<file path="src/sv/spd_pkg.sv">
`timescale 1ns / 1ps
`default_nettype none
// ----------------------------------------------------------------------------
// spd_pkg
// Shared constants, codes and types of the sensor packet deframer.
// ----------------------------------------------------------------------------
package spd_pkg;

    localparam int DEF_FRAME_CAPACITY = 64;   // default frame buffer depth
    localparam int HDR_LEN            = 6;    // header bytes
    localparam int LEN_END            = 8;    // first byte after the length field
    localparam int FRAME_OVERHEAD     = 9;    // header + length + checksum, less one

    // Result status codes
    localparam logic [1:0] ST_GOOD  = 2'd0;
    localparam logic [1:0] ST_CKSUM = 2'd1;
    localparam logic [1:0] ST_LEN   = 2'd2;

    // Command handed from the front end to the play-out engine
    typedef struct packed {
        logic       is_play;   // 1: play out a bank, 0: single error result
        logic       bank;      // bank holding the frame
        logic [1:0] status;    // error status when not a play command
        logic [6:0] length;    // frame length reported in the results
    } t_cmd;

    // Frame buffer write port
    typedef struct packed {
        logic       en;
        logic       bank;
        logic [5:0] pos;
        logic [7:0] data;
    } t_wr;

    // Play-out engine status
    typedef struct packed {
        logic act;    // a bank is being played out
        logic bank;   // bank being played out
        logic rel;    // last byte of the bank read, bank is free again
    } t_bst;

endpackage
`default_nettype wire

</file>
<file path="src/sv/spd_cmd_fifo.sv">
`timescale 1ns / 1ps
`default_nettype none
// ----------------------------------------------------------------------------
// spd_cmd_fifo
// Two-entry command queue between the front end and the play-out engine.
// ----------------------------------------------------------------------------
module spd_cmd_fifo (
    input  wire logic          i_clk,
    input  wire logic          i_rst_n,
    input  wire logic          i_push,
    input  wire spd_pkg::t_cmd i_cmd,
    output logic               o_full,
    input  wire logic          i_pop,
    output logic               o_vld,
    output spd_pkg::t_cmd      o_cmd
);

    spd_pkg::t_cmd r_mem [2];
    logic          r_wp;
    logic          r_rp;
    logic [1:0]    r_cnt;
    logic          do_push;
    logic          do_pop;

    assign o_full  = (r_cnt == 2'd2);
    assign o_vld   = (r_cnt != 2'd0);
    assign o_cmd   = r_mem[r_rp];
    assign do_push = i_push && !o_full;
    assign do_pop  = i_pop && o_vld;

    always_ff @(posedge i_clk) begin
        if (!i_rst_n) begin
            r_wp  <= 1'b0;
            r_rp  <= 1'b0;
            r_cnt <= 2'd0;
        end else begin
            if (do_push) begin
                r_wp <= !r_wp;
            end
            if (do_pop) begin
                r_rp <= !r_rp;
            end
            unique case ({do_push, do_pop})
                2'b10:   r_cnt <= r_cnt + 2'd1;
                2'b01:   r_cnt <= r_cnt - 2'd1;
                default: r_cnt <= r_cnt;
            endcase
        end
    end

    always_ff @(posedge i_clk) begin
        if (do_push) begin
            r_mem[r_wp] <= i_cmd;
        end
    end

endmodule
`default_nettype wire

</file>
<file path="src/sv/spd_front.sv">
`timescale 1ns / 1ps
`default_nettype none
// ----------------------------------------------------------------------------
// spd_front
// Byte receiver: header match, length and checksum tracking, buffer writes.
// ----------------------------------------------------------------------------
module spd_front #(
    parameter int FRAME_CAPACITY = spd_pkg::DEF_FRAME_CAPACITY
) (
    input  wire logic          i_clk,
    input  wire logic          i_rst_n,
    input  wire logic          i_cfg_we,
    input  wire logic [47:0]   i_cfg_wdata,
    input  wire logic          i_push,
    input  wire logic [7:0]    i_rx_byte,
    output logic               o_full,
    input  wire logic          i_q_full,
    output logic               o_q_push,
    output spd_pkg::t_cmd      o_q_cmd,
    output spd_pkg::t_wr       o_wr,
    input  wire spd_pkg::t_bst i_bst
);

    localparam logic [7:0] MAX_LEN = 8'(FRAME_CAPACITY - spd_pkg::FRAME_OVERHEAD);
    localparam logic [6:0] CAP     = 7'(FRAME_CAPACITY);

    logic [47:0] r_hdr;
    logic [6:0]  r_cnt;
    logic [6:0]  r_tot;
    logic [15:0] r_sum;
    logic [7:0]  r_len_hi;
    logic [7:0]  r_ck_hi;
    logic        r_wbank;
    logic [1:0]  r_busy;

    logic        acc;
    logic [7:0]  want;
    logic [15:0] sum_add;
    logic        len_bad;
    logic        done;
    logic        ck_ok;

    assign o_full  = r_busy[r_wbank] || i_q_full;
    assign acc     = i_push && !o_full;
    assign sum_add = r_sum + {8'd0, i_rx_byte};
    assign len_bad = (r_len_hi != 8'd0) ? 1'b1
                   : ((i_rx_byte < 8'd2) || (i_rx_byte > MAX_LEN));
    assign done    = (r_cnt >= 7'(spd_pkg::LEN_END)) && (r_cnt + 7'd1 == r_tot);
    assign ck_ok   = ({r_ck_hi, i_rx_byte} == r_sum);

    always_comb begin
        unique case (r_cnt[2:0])
            3'd0:    want = r_hdr[47:40];
            3'd1:    want = r_hdr[39:32];
            3'd2:    want = r_hdr[31:24];
            3'd3:    want = r_hdr[23:16];
            3'd4:    want = r_hdr[15:8];
            3'd5:    want = r_hdr[7:0];
            default: want = 8'd0;
        endcase
    end

    assign o_wr.en   = acc && (r_cnt < CAP);
    assign o_wr.bank = r_wbank;
    assign o_wr.pos  = r_cnt[5:0];
    assign o_wr.data = i_rx_byte;

    always_comb begin
        o_q_push        = 1'b0;
        o_q_cmd.is_play = 1'b0;
        o_q_cmd.bank    = r_wbank;
        o_q_cmd.status  = spd_pkg::ST_GOOD;
        o_q_cmd.length  = r_tot;
        if (acc && (r_cnt == 7'(spd_pkg::LEN_END - 1)) && len_bad) begin
            o_q_push       = 1'b1;
            o_q_cmd.status = spd_pkg::ST_LEN;
            o_q_cmd.length = 7'(spd_pkg::LEN_END);
        end else if (acc && done) begin
            o_q_push        = 1'b1;
            o_q_cmd.is_play = ck_ok;
            o_q_cmd.status  = ck_ok ? spd_pkg::ST_GOOD : spd_pkg::ST_CKSUM;
        end
    end

    always_ff @(posedge i_clk) begin
        if (!i_rst_n) begin
            r_hdr   <= 48'd0;
            r_cnt   <= 7'd0;
            r_tot   <= 7'd0;
            r_sum   <= 16'd0;
            r_wbank <= 1'b0;
            r_busy  <= 2'b00;
        end else begin
            if (i_cfg_we) begin
                r_hdr <= i_cfg_wdata;
            end
            if (i_bst.rel) begin
                r_busy[i_bst.bank] <= 1'b0;
            end
            if (acc) begin
                priority if (r_cnt >= CAP) begin
                    r_cnt <= 7'd0;
                    r_tot <= 7'd0;
                    r_sum <= 16'd0;
                end else if (r_cnt < 7'(spd_pkg::HDR_LEN)) begin
                    // mismatching byte is dropped, not retried as a header start
                    r_cnt <= (i_rx_byte == want) ? r_cnt + 7'd1 : 7'd0;
                    r_tot <= 7'd0;
                    r_sum <= 16'd0;
                end else if (r_cnt < 7'(spd_pkg::LEN_END)) begin
                    if ((r_cnt == 7'(spd_pkg::LEN_END - 1)) && len_bad) begin
                        r_cnt <= 7'd0;
                        r_tot <= 7'd0;
                        r_sum <= 16'd0;
                    end else begin
                        r_cnt <= r_cnt + 7'd1;
                        r_sum <= sum_add;
                        if (r_cnt == 7'(spd_pkg::LEN_END - 1)) begin
                            r_tot <= 7'(spd_pkg::FRAME_OVERHEAD) + i_rx_byte[6:0];
                        end
                    end
                end else if (done) begin
                    r_cnt <= 7'd0;
                    r_tot <= 7'd0;
                    r_sum <= 16'd0;
                    if (ck_ok) begin
                        r_busy[r_wbank] <= 1'b1;
                        r_wbank         <= !r_wbank;
                    end
                end else begin
                    r_cnt <= r_cnt + 7'd1;
                    if (r_cnt + 7'd3 <= r_tot) begin
                        r_sum <= sum_add;
                    end
                end
            end
        end
    end

    // length and checksum high bytes
    always_ff @(posedge i_clk) begin
        if (acc && (r_cnt == 7'(spd_pkg::HDR_LEN))) begin
            r_len_hi <= i_rx_byte;
        end
        if (acc && (r_cnt + 7'd2 == r_tot)) begin
            r_ck_hi <= i_rx_byte;
        end
    end

endmodule
`default_nettype wire

</file>
<file path="src/sv/spd_back.sv">
`timescale 1ns / 1ps
`default_nettype none
// ----------------------------------------------------------------------------
// spd_back
// Play-out engine: two-bank frame buffer and the result output register.
// ----------------------------------------------------------------------------
module spd_back #(
    parameter int FRAME_CAPACITY = spd_pkg::DEF_FRAME_CAPACITY
) (
    input  wire logic          i_clk,
    input  wire logic          i_rst_n,
    input  wire spd_pkg::t_wr  i_wr,
    input  wire logic          i_q_vld,
    input  wire spd_pkg::t_cmd i_q_cmd,
    output logic               o_q_pop,
    output spd_pkg::t_bst      o_bst,
    output logic               o_empty,
    input  wire logic          i_pop,
    output logic [7:0]         o_out_byte,
    output logic [5:0]         o_byte_index,
    output logic [6:0]         o_frame_length,
    output logic [1:0]         o_status,
    output logic               o_last_of_run
);

    localparam int AW = $clog2(FRAME_CAPACITY);

    logic [7:0] r_mem [2 << AW];
    logic [7:0] r_rd_data;

    logic       r_act;
    logic       r_bank;
    logic [5:0] r_k;
    logic [6:0] r_tot;

    logic       r_ovld;
    logic [5:0] r_oidx;
    logic [6:0] r_olen;
    logic [1:0] r_ostat;
    logic       r_olast;

    logic load;
    logic take_cmd;
    logic iss_rd;
    logic iss_err;
    logic rd_last;

    assign load     = !r_ovld || i_pop;
    assign take_cmd = !r_act && i_q_vld && load;
    assign iss_rd   = r_act && load;
    assign iss_err  = take_cmd && !i_q_cmd.is_play;
    assign rd_last  = iss_rd && ({1'b0, r_k} + 7'd1 == r_tot);
    assign o_q_pop  = take_cmd;

    assign o_bst.act  = r_act;
    assign o_bst.bank = r_bank;
    assign o_bst.rel  = rd_last;

    assign o_empty        = !r_ovld;
    assign o_out_byte     = (r_ostat == spd_pkg::ST_GOOD) ? r_rd_data : 8'd0;
    assign o_byte_index   = r_oidx;
    assign o_frame_length = r_olen;
    assign o_status       = r_ostat;
    assign o_last_of_run  = r_olast;

    always_ff @(posedge i_clk) begin
        if (i_wr.en) begin
            r_mem[{i_wr.bank, i_wr.pos[AW-1:0]}] <= i_wr.data;
        end
        if (iss_rd) begin
            r_rd_data <= r_mem[{r_bank, r_k[AW-1:0]}];
        end
    end

    always_ff @(posedge i_clk) begin
        if (!i_rst_n) begin
            r_act  <= 1'b0;
            r_ovld <= 1'b0;
        end else begin
            if (load) begin
                r_ovld <= iss_rd || iss_err;
            end
            if (take_cmd && i_q_cmd.is_play) begin
                r_act <= 1'b1;
            end else if (rd_last) begin
                r_act <= 1'b0;
            end
        end
    end

    always_ff @(posedge i_clk) begin
        if (take_cmd && i_q_cmd.is_play) begin
            r_bank <= i_q_cmd.bank;
            r_tot  <= i_q_cmd.length;
            r_k    <= 6'd0;
        end else if (iss_rd) begin
            r_k <= r_k + 6'd1;
        end
        if (iss_rd) begin
            r_oidx  <= r_k;
            r_olen  <= r_tot;
            r_ostat <= spd_pkg::ST_GOOD;
            r_olast <= rd_last;
        end else if (iss_err) begin
            r_oidx  <= 6'd0;
            r_olen  <= i_q_cmd.length;
            r_ostat <= i_q_cmd.status;
            r_olast <= 1'b1;
        end
    end

endmodule
`default_nettype wire

</file>
<file path="src/sv/sensor_packet_deframer.sv">
`timescale 1ns / 1ps
`default_nettype none
// ----------------------------------------------------------------------------
// sensor_packet_deframer
// Header, length and checksum packet deframer for a received byte stream.
// ----------------------------------------------------------------------------
// Usage:
//   Input channel: drive i_rx_byte and raise push; an item is taken at a
//   clock edge with push high and full low. One byte per cycle is taken
//   while full stays low. full rises when the frame buffer bank to be
//   filled next holds a frame not yet fully played out, or the command queue is full.
//   Result channel: while empty is low the oldest result sits on the o_*
//   ports; pop takes it. A good frame plays out one result per byte, one
//   per cycle when pop stays high; an error gives a single result.
//   Path: an error result passes the command queue and the output register;
//   a good frame starts play-out from the queue, then each byte is read out.
//   A frame buffer read port on the play-out side sets the one-per-cycle
//   output rate; the two banks let the next frame fill during play-out.
//   Receiver stall: results hold; the front end keeps taking bytes into the
//   other bank until that bank completes too, then full holds off the link.
//   Reset (i_rst_n low, synchronous): header register, counters, queue and
//   output register clear; buffer contents are left as they are.
//   Configuration: i_cfg_we writes the 48-bit header (first byte in the top
//   bits) at a clock edge; write it only while the block is idle.
// ----------------------------------------------------------------------------
module sensor_packet_deframer #(
    parameter int FRAME_CAPACITY = spd_pkg::DEF_FRAME_CAPACITY
) (
    input  wire logic        i_clk,
    input  wire logic        i_rst_n,
    input  wire logic        i_cfg_we,
    input  wire logic [47:0] i_cfg_wdata,
    input  wire logic        push,
    output logic             full,
    input  wire logic [7:0]  i_rx_byte,
    output logic             empty,
    input  wire logic        pop,
    output logic [7:0]       o_out_byte,
    output logic [5:0]       o_byte_index,
    output logic [6:0]       o_frame_length,
    output logic [1:0]       o_status,
    output logic             o_last_of_run
);

    // front end -> queue
    logic          q_push;
    spd_pkg::t_cmd q_in;
    logic          q_full;
    // queue -> play-out engine
    logic          q_vld;
    spd_pkg::t_cmd q_out;
    logic          q_pop;
    // buffer writes and engine status
    spd_pkg::t_wr  wr;
    spd_pkg::t_bst bst;

    spd_front #(
        .FRAME_CAPACITY (FRAME_CAPACITY)
    ) u_front (
        .i_clk       (i_clk),
        .i_rst_n     (i_rst_n),
        .i_cfg_we    (i_cfg_we),
        .i_cfg_wdata (i_cfg_wdata),
        .i_push      (push),
        .i_rx_byte   (i_rx_byte),
        .o_full      (full),
        .i_q_full    (q_full),
        .o_q_push    (q_push),
        .o_q_cmd     (q_in),
        .o_wr        (wr),
        .i_bst       (bst)
    );

    // short queue so frame classification and play-out stall independently
    spd_cmd_fifo u_fifo (
        .i_clk   (i_clk),
        .i_rst_n (i_rst_n),
        .i_push  (q_push),
        .i_cmd   (q_in),
        .o_full  (q_full),
        .i_pop   (q_pop),
        .o_vld   (q_vld),
        .o_cmd   (q_out)
    );

    spd_back #(
        .FRAME_CAPACITY (FRAME_CAPACITY)
    ) u_back (
        .i_clk          (i_clk),
        .i_rst_n        (i_rst_n),
        .i_wr           (wr),
        .i_q_vld        (q_vld),
        .i_q_cmd        (q_out),
        .o_q_pop        (q_pop),
        .o_bst          (bst),
        .o_empty        (empty),
        .i_pop          (pop),
        .o_out_byte     (o_out_byte),
        .o_byte_index   (o_byte_index),
        .o_frame_length (o_frame_length),
        .o_status       (o_status),
        .o_last_of_run  (o_last_of_run)
    );

    // never overwrite the bank under play-out
    a_no_wr_active_bank : assert property (@(posedge i_clk) disable iff (!i_rst_n)
        (wr.en && bst.act) |-> (wr.bank != bst.bank))
        else $error("frame buffer write hit the bank being played out");

    // front end only issues commands when the queue has room
    a_no_push_full : assert property (@(posedge i_clk) disable iff (!i_rst_n)
        q_push |-> !q_full)
        else $error("command pushed into a full queue");

    // bank release only from an active play-out, which then ends
    a_rel_ends_play : assert property (@(posedge i_clk) disable iff (!i_rst_n)
        bst.rel |-> (bst.act ##1 !bst.act))
        else $error("bank release outside an active play-out");

    // an error result is always a single, final result
    a_err_is_last : assert property (@(posedge i_clk) disable iff (!i_rst_n)
        (!empty && (o_status != spd_pkg::ST_GOOD)) |-> (o_last_of_run && (o_out_byte == 8'd0)))
        else $error("error result without last mark or with data");

endmodule
`default_nettype wire

</file>
<file path="config.mk">
export PLATFORM = sky130hd
export DESIGN_NAME = sensor_packet_deframer
export DESIGN_NICKNAME = d
export VERILOG_FILES = /design/src/sv/spd_pkg.sv /design/src/sv/spd_cmd_fifo.sv /design/src/sv/spd_front.sv /design/src/sv/spd_back.sv /design/src/sv/sensor_packet_deframer.sv
export SDC_FILE = /design/constraint.sdc
export NUM_CORES = 1
export LEC_CHECK = 0
export BUFFER_PORTS_ARGS = -buffer_cell sky130_fd_sc_hd__buf_2
export CAP_MARGIN = 20
export CELL_PAD_IN_SITES_DETAIL_PLACEMENT = 0
export CELL_PAD_IN_SITES_GLOBAL_PLACEMENT = 1
export CORE_ASPECT_RATIO = 2
export CORE_UTILIZATION = 25
export CTS_CLUSTER_DIAMETER = 120
export CTS_CLUSTER_SIZE = 30
export DETAILED_ROUTE_END_ITERATION = 6
export PLACE_DENSITY_LB_ADDON = 0.3
export REMOVE_ABC_BUFFERS = 1
export SLEW_MARGIN = 5
export SYNTH_ARGS = -nofsm -noshare
export SYNTH_HDL_FRONTEND = slang
export SYNTH_SLANG_ARGS = --single-unit
</file>
<file path="constraint.sdc">
create_clock -name i_clk -period 4 [get_ports i_clk]
set_input_delay 0.2 -clock i_clk [delete_from_list [all_inputs] [get_ports i_clk]]
set_output_delay 0.2 -clock i_clk [all_outputs]
set_load 0.01 [all_outputs]
</file>
# Yosys cells after proc, flatten, opt, wreduce, memory -nomap -nowiden
# Memories as Yosys holds them, arrays and structs flattened. A register that Yosys moved wholly into a read port is not among the register bits.
# Index checks and enable logic that the tools add are counted.
# W data, S select, Z words.
# classes
n_mux	58
eq_ne	16
reduce_logical	43
n_shift	0
bitwise_logic	6
order_cmp	12
div	0
n_mul	0
n_addsub	9
# op_table
op	count
$mux W7	15
$mux W16	6
$pmux W8 S6	1
$eq A7 B7 Y1	3
$mux W1	20
$mux W2	10
$logic_and A1 B1 Y1	19
$add A16 B8 Y16	1
$eq A16 B16 Y1	1
$add A7 B2 Y7 const B	2
$eq A7 B3 Y1 const B	2
$mux W6	2
$eq A8 B8 Y1	1
$gt A8 B6 Y1 const B	1
$logic_not A1 Y1	8
$lt A8 B2 Y1 const B	1
$mux W8	1
$reduce_bool A2 Y1	4
$reduce_bool A8 Y1	1
$add A4 B7 Y7 const A	1
$add A6 B1 Y7 const B	1
$add A7 B1 Y7 const B	1
$ge A7 B4 Y1 const B	1
$ge A7 B7 Y1 const B	1
29 further kinds	40
# totals
elab_cells	166
latch_bits	0
mem_count	2
ramBits	1046
out_inout_bits	26
mem_bits_ro	0
register_bits	133
in_bits	61
# memory_table
name	depth	width	read_ports	rd_ports_with_merged_regs	write_ports	line_no	text
u_back.r_mem	128	8	1	1	1	spd_back.sv:28	logic [7:0] r_mem [2 << AW];
u_fifo.r_mem	2	11	1	1	1	spd_cmd_fifo.sv:18	spd_pkg::t_cmd r_mem [2];

# Depth between registers and ports, before layout
# logic_depth
ltp_word	15
ltp_mapped	14
depth_no_buf	13

# By module
# From an unflattened synthesis, not the netlist that was laid out.
# unflattened
hier_cells	3098
hier_area_um2	48462.7
# by_module_without_submodules
module	seq_area_each_um2	cells_per_inst	area_each_um2	n_inst
spd_back	31850.5	2438	41956.5	1
spd_front	2102.0	600	5477.8	1
spd_cmd_fifo	760.7	60	1028.5	1

# Worst setup path after synthesis
# No wires, ideal clock.
# synth_timing
kind	reg-to-reg
from	register u_front.r_cnt[0]
to	register u_front.r_sum[10]
path_slack_ps	1061
t_arrival_ps	2824
period_less_slack_ps	2939
required_ps	3885
setup_ps	115
path_buffers	2
path_stages_with_launch	15
path_cell_list	dfxtp_1 > clkbuf_1 > inv_1 > ha_1 > nand4b_1 > xnor2_1 > ha_1 > nand4_1 > o211ai_1 > o21bai_1 > a31oi_4 > or2_2 > o21ai_4 > buf_6 > nor2_1
# synth_via
elab_chain_len	7
word_cells_on_any_way	18
classes_between	add/sub: 2; order compare: 5; eq/ne: 2; mux: 5; reduce/logical: 4
# synth_lines
item	line_no	text
start: declaration	spd_front.sv:28	logic [6:0] r_cnt;
start signal: assignment	spd_front.sv:107	r_cnt <= (i_rx_byte == want) ? r_cnt + 7'd1 : 7'd0;
start signal: assignment	spd_front.sv:116	r_cnt <= r_cnt + 7'd1;
start signal: assignment	spd_front.sv:131	r_cnt <= r_cnt + 7'd1;
branches (longest 7 deep; another with $add A7 B2 Y7)	n/a	
end signal: assignment	spd_front.sv:117	r_sum <= sum_add;
end signal: assignment	spd_front.sv:133	r_sum <= sum_add;
end: declaration	spd_front.sv:30	logic [15:0] r_sum;
# Parallel ways; which one is timed is not known.
# A chain may end at the register's enable or synchronous reset.

# Worst setup path after layout
# layout_timing
from	register u_front.r_cnt[2]
to	register u_front.r_sum[15]
# Same word-level chain as after synthesis.

==> impl_metrics.json <==
{
  "vias_per_cell": 4.45,
  "wl_met2_mm": 78.5,
  "yosys_warnings": 0,
  "holdCritPathClass": "in -> reg",
  "n_fill_cell": 18870,
  "synth-edff-count": 1092,
  "num_rows": 226,
  "grt_use_total": 0.136,
  "wl_met1_mm": 46.6,
  "cts_tree": "built",
  "final_layout_size_suffix_gt1_frac": 0.260,
  "setup_viol": 0,
  "leakage_nw": 16.6,
  "synth_area_per_cell_um2": 19.5,
  "grt_max_degree": 132,
  "synthFlopType": "edfxtp_1",
  "yosysSeqAreaShare": 0.727,
  "clock_skew_ns": 0.0272,
  "drc": 0,
  "timing.rr.start": "u_front.r_cnt[2]",
  "crit_buf_inv": 0,
  "routed.top_layer": "met4",
  "placed_cell_area_um2": 52600,
  "wl_per_cell_um": 25.2,
  "drtPass1Iterations": 5,
  "finalCritPeriodShare": 0.821,
  "critical-path-top-cell-by-count": "ha_1",
  "power_density_nw_per_um2": 368,
  "min_to": "u_front.r_sum[0]",
  "grt_pass1_wl_mm": 189,
  "nNetsFinal": 2809,
  "ir_worst_vdd_v": 0.000353,
  "dr.first_iter.drc_count": 1544,
  "multi_input_area_um2": 12300,
  "async_flop_share": 0,
  "seq_area_um2": 34700,
  "core_um2": 189000,
  "power_switching_mw": 4.13,
  "worstPathCellList": "ha_1 -> a21oi_1 -> nand2b_1 -> xnor2_1 -> ha_1 -> nand4_1 -> o211ai_1 -> o21bai_1 -> a31oi_4 -> or2_2 -> o21ai_4 -> nor2_1",
  "synthCells": 2447,
  "final_antenna_net_count": 0,
  "layout_min_cycle_time_ns": 3.29,
  "clock-sinks": 1188,
  "final_util": 0.287,
  "p_sw_frac": 0.207,
  "slew_violations": 0,
  "io_buffers": 86,
  "slew_headroom": 0.324,
  "cts_buffer_depth": 3,
  "hp-start": "i_rx_byte[0]",
  "r2r_slack_ns": 0.71,
  "cp.required_ns": 4.56,
  "initial_core_util": 0.252,
  "cp-end-kind": "register",
  "vias": 23307,
  "critPathMaxStageDelay_ns": 0.55,
  "pin_count": 87,
  "root_buffer": "clkbuf_16",
  "routed-wl-met3_mm": 2.59,
  "area_growth_pct": 14.0,
  "pwr-share-seq": 0.678,
  "p_comb_frac": 0.025,
  "hold_path_depth": 4,
  "die_y_um": 620,
  "gp_congestion": 0.812,
  "crit_type": "reg -> reg",
  "die_w_um": 311,
  "path_max_fanout": 14,
  "clk_pin_slew_worst_paths_ns": 0.13,
  "gr-total-overflow": 0,
  "status": "finished, final reports clean",
  "routed_wl_mm": 132,
  "netlist_area_um2": 47700,
  "numCtsBuffers": 45,
  "cp_data_arrival_time_ns": 3.84,
  "clkPwrFrac": 0.296,
  "synth.distinct_cells": 76,
  "htreeDepth": 2,
  "die-area_um2": 193000,
  "synth-seq-cells": 1188,
  "fmax_mhz": 304,
  "timing.rr.end": "u_front.r_sum[15]",
  "max_cap_violations": 0,
  "place_hpwl_mm": 90.8,
  "power.internal_mw": 15.9,
  "grt_pass1_vias": 25074,
  "slowest_stage": "dfxtp_1",
  "ctsResizeCount": 0,
  "path_delay_family": "compound AO/OA/AOI/OAI gates",
  "final_cell_area_um2": 54400,
  "hold_viol": 0,
  "clock_latency_ns": 0.69,
  "r2r_cells": 12,
  "rsz0062_at_grt": "no",
  "worst_slew_pin_slew_ns": 1.01,
  "critPathLaunchType": "register",
  "antenna_found_initial": 2
}
-- cell families (layout without fill, tap and decap cells) --
logic type                 count (synthesis)  in the layout  synth area share
AOI/OAI and AO/OA                        156            156            0.0243
adders and majority gates                 30             30           0.00802
muxes                                    416            416             0.172
DFF                                     1188           1188             0.727
and+or+nand+nor                          444            444            0.0446
buffers and inverters                    161            448            0.0148
xor gates and xnor gates                  52             52           0.00954
other                                      0              1                 0
-- cell usage after synthesis (all sizes together), types with 5 or more instances --
cell type / count / area share
nor4: 16 / 0.0024
nand4b: 5 / 0.00092
mux2: 16 / 0.0038
a21o: 5 / 0.00079
inv: 25 / 0.0020
o211ai: 6 / 0.00094
nand3: 31 / 0.0033
ha: 29 / 0.0076
nor2b: 59 / 0.0077
a221oi: 12 / 0.0022
nand2b: 5 / 0.00066
mux2i: 80 / 0.017
clkbuf: 64 / 0.0050
edfxtp: 1092 / 0.69
buf: 71 / 0.0077
and2: 16 / 0.0021
and3: 14 / 0.0018
xor2: 16 / 0.0029
nand2: 93 / 0.0073
a222oi: 5 / 0.0010
a21oi: 24 / 0.0025
xnor2: 36 / 0.0066
a21boi: 9 / 0.0014
a211o: 5 / 0.00092
o31ai: 5 / 0.00079
o21ai: 36 / 0.0040
nor3: 9 / 0.0010
a32o: 8 / 0.0017
mux4: 320 / 0.15
nor2: 172 / 0.014
dfxtp: 96 / 0.040
-- cells in the final DEF (no fill, tap or decap), types with 19 or more instances in the layout --
cell type / count
inv_1: 24
clkbuf_16: 46
xnor2_1: 36
nand2_1: 93
dfxtp_1: 92
nand3_1: 31
nor2_1: 171
mux2i_1: 80
o21ai_0: 33
edfxtp_1: 1092
dlygate4sd3_1: 53
mux4_2: 320
a21oi_1: 24
buf_4: 209
ha_1: 29
buf_2: 78
nor2b_1: 59
buf_12: 19
-- power groups by stage --
| stage | Combinational, mW | Clock, mW | Sequential [mW] |
|---|---|---|---|
| after floorplan | 0.137 | 0 | 13.8 |
| after global placement | 0.473 | 0 | 13.9 |
| after detailed placement | 0.487 | 0 | 13.9 |
| after CTS | 0.527 | 6.17 | 13.6 |
| after global routing | 0.555 | 6.49 | 13.6 |
| final | 0.509 | 5.93 | 13.6 |
-- how the worst max path moves through the flow --
| stage | start | endpoint | slack (ns) | cells after the start |
|---|---|---|---|---|
| 3_5_place_dp | u_front.r_cnt[0] | u_front.r_cnt[3] | 0.66 | 9 |
| 5_1_grt | u_front.r_cnt[0] | u_front.r_cnt[3] | 0.43 | 9 |
| 4_1_cts | u_front.r_cnt[0] | u_front.r_cnt[3] | 0.61 | 9 |
| 3_3_place_gp | u_front.r_cnt[0] | u_front.r_cnt[4] | 0.64 | 9 |
| 6_report | u_front.r_cnt[2] | u_front.r_sum[15] | 0.71 | 12 |
| 2_1_floorplan | u_back.r_k[0] | u_front.r_busy[1] | -9.86 | 7 |
-- metal layers --
layer	up-vias	track usage
met5	-	0
met4	0	0.0471
met3	115	0.00999
met2	341	0.282
met1	12476	0.140
li1	10375	-
-- final cells by class --
| cell class | instances | share of cell area |
|---|---|---|
| multi-input cells | 1098 | 0.226 |
| repair buffers | 359 | 0.0527 |
| clock inverters | 4 | 0.000966 |
| flip-flops and latches | 1188 | 0.638 |
| clock buffers | 59 | 0.0221 |
| well taps | 2508 | 0.0577 |
| inverters | 26 | 0.00179 |
| diodes | 1 | 0.0000460 |
-- per-stage QoR --
step / power (mW) / hold WS [ns] / TNS [ns] / instances / worst slack, ns
3_5_place_dp: 14.3 / 0.460 / 0 / 5126 / 0.665
5_1_grt: 20.6 / 0.0351 / 0 / 5243 / 0.429
2_1_floorplan: 14.0 / 0.299 / -162.69 / 2312 / -9.86
6_report: 20.0 / 0.0198 / 0 / 5243 / 0.714
4_1_cts: 20.3 / 0.0187 / 0 / 5242 / 0.613
3_3_place_gp: 14.3 / 0.455 / 0 / 5126 / 0.645
-- worst reg2reg max path, cell delays in order (launching register included) --
cell and delay (ns):
dfxtp_1 0.55, ha_1 0.27, a21oi_1 0.11, nand2b_1 0.17, xnor2_1 0.14, ha_1 0.29
nand4_1 0.12, o211ai_1 0.22, o21bai_1 0.19, a31oi_4 0.11, or2_2 0.45, o21ai_4 0.43
nor2_1 0.10
-- sequential cells by signal, summed over array words and instances (netlist names), 2 cells and up, named ones only --
register               count
u_front.r_busy             2
u_front.r_tot              7
u_back.o_status            2
u_back.r_k                 6
u_back.r_mem            1024
u_back.r_tot               7
u_fifo.r_mem              22
u_fifo.r_cnt               2
u_front.r_sum             16
u_front.r_len_hi           8
u_back.o_byte_index        6
u_front.r_hdr             48
u_front.r_cnt              7
u_front.r_ck_hi            8
u_back.o_frame_length      7
u_back.r_rd_data           8
-- repair_timing --
action | CTS | global route
hold buffers | 53 | 0
endpoints found under the hold margin | 111 | 0
buffers inserted | 0 | 0
Power figures use the tool's default switching activity.
